$ cat config.mk
export PLATFORM = sky130hd
export DESIGN_NAME = dfog_div
export DESIGN_NICKNAME = d
export VERILOG_FILES = /design/src/rtl/core/dfog_pkg.sv /design/src/rtl/core/dfog_div.sv
export SDC_FILE = /design/constraint.sdc
export NUM_CORES = 1
export LEC_CHECK = 0
export BUFFER_PORTS_ARGS = -buffer_cell sky130_fd_sc_hd__buf_2
export CAP_MARGIN = 20
export CORE_ASPECT_RATIO = 0.5
export CORE_MARGIN = 2
export CORE_UTILIZATION = 35
export CTS_CLUSTER_DIAMETER = 120
export CTS_CLUSTER_SIZE = 12
export DETAILED_ROUTE_END_ITERATION = 10
export MAX_ROUTING_LAYER = met4
export SYNTH_ARGS = -nofsm -noshare
export SYNTH_HDL_FRONTEND = slang
export SYNTH_SLANG_ARGS = --single-unit
$ cat constraint.sdc
create_clock -name i_clk -period 3.9 [get_ports i_clk]
set_input_delay 0.39 -clock i_clk [delete_from_list [all_inputs] [get_ports i_clk]]
set_output_delay 0.39 -clock i_clk [all_outputs]
set_load 0.02 [all_outputs]
$ cat src/rtl/core/dfog_pkg.sv
// types, constants and table functions of the depth fog blend
package dfog_pkg;

    localparam logic [16:0] ONE = 17'd65536;
    localparam logic [12:0] FALLOFF_MIN = 13'd26;
    localparam logic signed [17:0] SPAN_MIN = 18'sd6;
    localparam logic signed [17:0] SPAN_WIDE = 18'sd66;
    localparam int DIV_STAGES = 16;
    localparam int POW_STAGES = 9;

    typedef enum logic [2:0] {
        CFG_AMOUNT  = 3'd0,
        CFG_START   = 3'd1,
        CFG_END     = 3'd2,
        CFG_FALLOFF = 3'd3,
        CFG_RED     = 3'd4,
        CFG_GREEN   = 3'd5,
        CFG_BLUE    = 3'd6
    } t_cfg_idx;

    // how the power result is formed
    typedef enum logic [1:0] {
        PW_ZERO  = 2'd0,
        PW_ONE   = 2'd1,
        PW_CALC  = 2'd2,
        PW_EXACT = 2'd3
    } t_pw_kind;

    typedef struct packed {
        logic [7:0] alpha;
        logic [7:0] blue;
        logic [7:0] green;
        logic [7:0] red;
    } t_pix;

    // log2 of a Q1.30 value in [1,2], result in Q1.16, by repeated squaring
    function automatic logic [16:0] log2_frac(input logic [63:0] x_in);
        logic [63:0] x;
        logic [16:0] r;
        x = x_in;
        r = '0;
        if (x >= 64'h8000_0000) begin
            r = ONE;
        end else begin
            for (int k = 0; k < 16; k++) begin
                x = (x * x) >> 30;
                r = r << 1;
                if (x >= 64'h8000_0000) begin
                    r = r | 17'd1;
                    x = x >> 1;
                end
            end
        end
        return r;
    endfunction

    // largest Q2.16 value whose log2 does not exceed t
    function automatic logic [17:0] exp_search(input logic [16:0] t);
        logic [17:0] lo;
        logic [17:0] hi;
        logic [17:0] mid;
        lo = 18'd65536;
        hi = 18'd131072;
        for (int k = 0; k < 18; k++) begin
            if (lo < hi) begin
                mid = lo + ((hi - lo + 18'd1) >> 1);
                if (log2_frac({32'd0, mid, 14'd0}) <= t) begin
                    lo = mid;
                end else begin
                    hi = mid - 18'd1;
                end
            end
        end
        return lo;
    endfunction

endpackage

$ cat src/rtl/core/dfog_div.sv
// pipelined restoring divider, one quotient bit per stage
module dfog_div (
    input  logic                                  i_clk,
    input  logic [dfog_pkg::DIV_STAGES-1:0]       i_go,
    input  logic [15:0]                           i_num,
    input  logic [15:0]                           i_den,
    input  dfog_pkg::t_pw_kind                    i_kind,
    output logic [15:0]                           o_quo,
    output dfog_pkg::t_pw_kind                    o_kind
);

    logic [15:0]         r_rem  [dfog_pkg::DIV_STAGES];
    logic [15:0]         r_quo  [dfog_pkg::DIV_STAGES];
    logic [15:0]         r_den  [dfog_pkg::DIV_STAGES];
    dfog_pkg::t_pw_kind  r_kind [dfog_pkg::DIV_STAGES];

    for (genvar k = 0; k < dfog_pkg::DIV_STAGES; k++) begin : g_step
        logic [15:0]        w_rem;
        logic [15:0]        w_quo;
        logic [15:0]        w_den;
        dfog_pkg::t_pw_kind w_kind;
        logic [16:0]        w_dbl;
        logic [16:0]        w_sub;

        // operands from the previous stage or the input
        if (k == 0) begin : g_first
            assign w_rem  = i_num;
            assign w_quo  = '0;
            assign w_den  = i_den;
            assign w_kind = i_kind;
        end else begin : g_next
            assign w_rem  = r_rem[k-1];
            assign w_quo  = r_quo[k-1];
            assign w_den  = r_den[k-1];
            assign w_kind = r_kind[k-1];
        end

        assign w_dbl = {w_rem, 1'b0};
        assign w_sub = w_dbl - {1'b0, w_den};

        // trial subtract and shift in one quotient bit
        always_ff @(posedge i_clk) begin
            if (i_go[k]) begin
                if (w_dbl >= {1'b0, w_den}) begin
                    r_rem[k] <= w_sub[15:0];
                    r_quo[k] <= {w_quo[14:0], 1'b1};
                end else begin
                    r_rem[k] <= w_dbl[15:0];
                    r_quo[k] <= {w_quo[14:0], 1'b0};
                end
                r_den[k]  <= w_den;
                r_kind[k] <= w_kind;
            end
        end
    end

    assign o_quo  = r_quo[dfog_pkg::DIV_STAGES-1];
    assign o_kind = r_kind[dfog_pkg::DIV_STAGES-1];

endmodule

==> impl_metrics.toml <==
[run_status]
status = "completed"

[cells_and_area]
diodes = 0
final_cell_count_no_fill = 4228
final_util = 0.391
final_area_um2 = 38100
nets = 3206
area_growth_pct = 11.0
drive_gt1_frac = 0.110
fill_cells = 9122

[sta]
layout_setup_ws_ns = 0.462
holdWs_ns = 0.0765
setup_viol = 0
finalHoldViolCount = 0
fin_crit_ns = 3.44
slew_headroom = 0.407
max_freq_ghz = 0.291
finalClockSkew_ns = 0.0467
slew_viol_final = 0
setup_tns_ns = 0
rsz0062_at_grt = "no"
tightest_slew_ns = 0.884
period_share = 0.882

[pwr]
p_switching_mw = 8.58
clkPwrFrac = 0.198
internal-power_mw = 17.6
pwr-share-seq = 0.403
powerDensity_nw_per_um2 = 687
ir_worst_vdd_uv = 400
p_leak_nw = 15.1
p_total_mw = 26.2
combPwrFrac = 0.398
p_sw_frac = 0.328

[grt]
grt_start_max_net_pins = 50
grt.overflow.total = 0
antenna_found_initial = 0
grt_pass1_wl_um = 99900
grt_usage = 0.123
first_global_vias = 20600

[routing]
firstDrtPassIters = 7
drc = 0
wl_per_cell_um = 14.1
via_per_inst = 4.76
via_count = 20100
drtIter0Drc = 1060
drtAntennaViolNets = 0
drt-total-wl_um = 59600

[placed_design]
io_buffer_count = 68
post-place-ws_ns = 0.501
postPlaceCellArea_um2 = 36300
gp_congestion = 0.919
dp_hpwl_um = 44300
post-place-cells = 4134

[run]
drv_cap = 0

[synth]
ys_ff_latch = 648
synth_edf_count = 646
synth_warnings = 0
synth_fp_nets = 3073
synth_area_um2 = 34400
synthFlopType = "edfxtp_1"
synth.top_cell.area_share = 0.565
syn_inst = 2752
syn_area_per_cell_um2 = 12.5
synth_area_leaders = "edfxtp_1 56%, ha_1 9.3%, mux2_2 3.8%"
synth_commonest_cells = "646 x edfxtp_1, 309 x inv_1, 255 x ha_1"
postSynth.asyncResetShare = 0
yosysSeqAreaShare = 0.566
yosysMostFrequentCell = "edfxtp_1"
yosysUniqueCellTypes = 70
synth.largest_area_cell = "edfxtp_1"

[cts]
clockBufferDepth = 3
clk_pin_slew_ns = 0.06
cts_setup_buffers = 0
root_buffer = "clkbuf_16"
cts_sinks = 648
cts_buffers = 59
h-tree-depth = 2
cts_tree = "built"
clk_latency_ns = 0.65
postCtsResizedCells = 0

[worst_setup_path]
cp.arrival_ns = 3.82
end_kind = "flop"
path_delay_family = "compound AO/OA/AOI/OAI gates"
cp-start-kind = "flop"
critPathBufInv = 1
worst-path-max-fanout = 17
path_cells = "inv_1, ha_1, nor2b_1, o31a_1, o31ai_2, nand3_1, a311o_1, nor2_1, o31ai_1, a21oi_4, mux2_2"
critPathKind = "reg -> reg"
critPathSlowestCell = "a21oi_4"
slowest_delay_ns = 0.49
worstPathRequired_ns = 4.28

[die]
initial_core_util = 0.352
coreArea_um2 = 97500
ioPinCount = 69
die_area_um2 = 101000
die_w_um = 447
rows = 81
die_h_um = 226

[hold_path]
hp-class = "in -> reg"
## power groups by stage
| stage | logic (mW) | registers [mW] | clock network (mW) |
|---|---|---|---|
| 2_1_floorplan | 8.55 | 10.4 | 0 |
| 3_3_place_gp | 10.1 | 10.7 | 0 |
| 3_5_place_dp | 10.3 | 10.7 | 0 |
| 4_1_cts | 10.4 | 10.6 | 5.41 |
| 5_1_grt | 11.8 | 10.7 | 5.68 |
| 6_report | 10.4 | 10.6 | 5.20 |
## registers in the layout (all words and copies together) (netlist names)
name    count
r_rem     240
r_quo     136
r_kind     32
r_den     240
## metal layers
metal	GRT usage	wire length [µm]
met1	0.145	26900
met4	0.0430	1960
met5	-	0
met3	0.0225	2210
met2	0.212	28500
## area by class of cell
class / count / area [µm²] / share of cell area
flip-flops and latches: 648 / 19400 / 0.510
multi-input cells: 1751 / 13500 / 0.355
well taps: 1328 / 1660 / 0.0436
inverters: 309 / 1160 / 0.0304
clock buffers: 74 / 1550 / 0.0408
clock inverters: 2 / 46.3 / 0.00121
repair buffers: 116 / 746 / 0.0196
## cell families after synthesis
family          count (synthesis)  synth area share
mux                           180            0.0584
simple gates                  549            0.0772
compound gates                568             0.109
flops                         648             0.566
buf+inv                       353            0.0410
fa+ha+maj                     270             0.102
xor+xnor                      184            0.0469
## cell usage in the layout, fill, tap and decap left out, types with 13 or more instances in the layout
master           n
a21o_1          83
a21oi_1        167
a31oi_1         20
and2_1          15
buf_2           68
buf_4           30
clkbuf_1        14
clkbuf_16       60
dlygate4sd3_1   18
edfxtp_1       646
fa_1            15
ha_1           255
inv_1          309
mux2_1          36
mux2_2         116
mux2i_1         25
nand2_1        125
nand2b_1        30
nand3_1         58
nand4_1         22
nor2_1         147
nor2b_1         59
nor3_1          38
o21a_1          35
o21ai_0        119
o31ai_1         14
or2_2           13
xnor2_1        124
xor2_1          60
## final timing paths
| kind | slack, ns | cells after the start | end | from |
|---|---|---|---|---|
| max | 0.46 | 11 | r_rem[1][99] | r_den[1][81] |
| min | 0.08 | 2 | r_rem[0][8] | i_num[7] |
| max reg2reg | 0.46 | 11 | r_rem[1][99] | r_den[1][81] |
| min reg2reg | 0.41 | 0 | r_kind[1][12] | r_kind[1][10] |
## timing repair
item,in CTS,in global routing
endpoints found under the setup margin,0,0
hold buffers,18,0
hold endpoints to repair,18,0
Power figures use the tool's default switching activity.
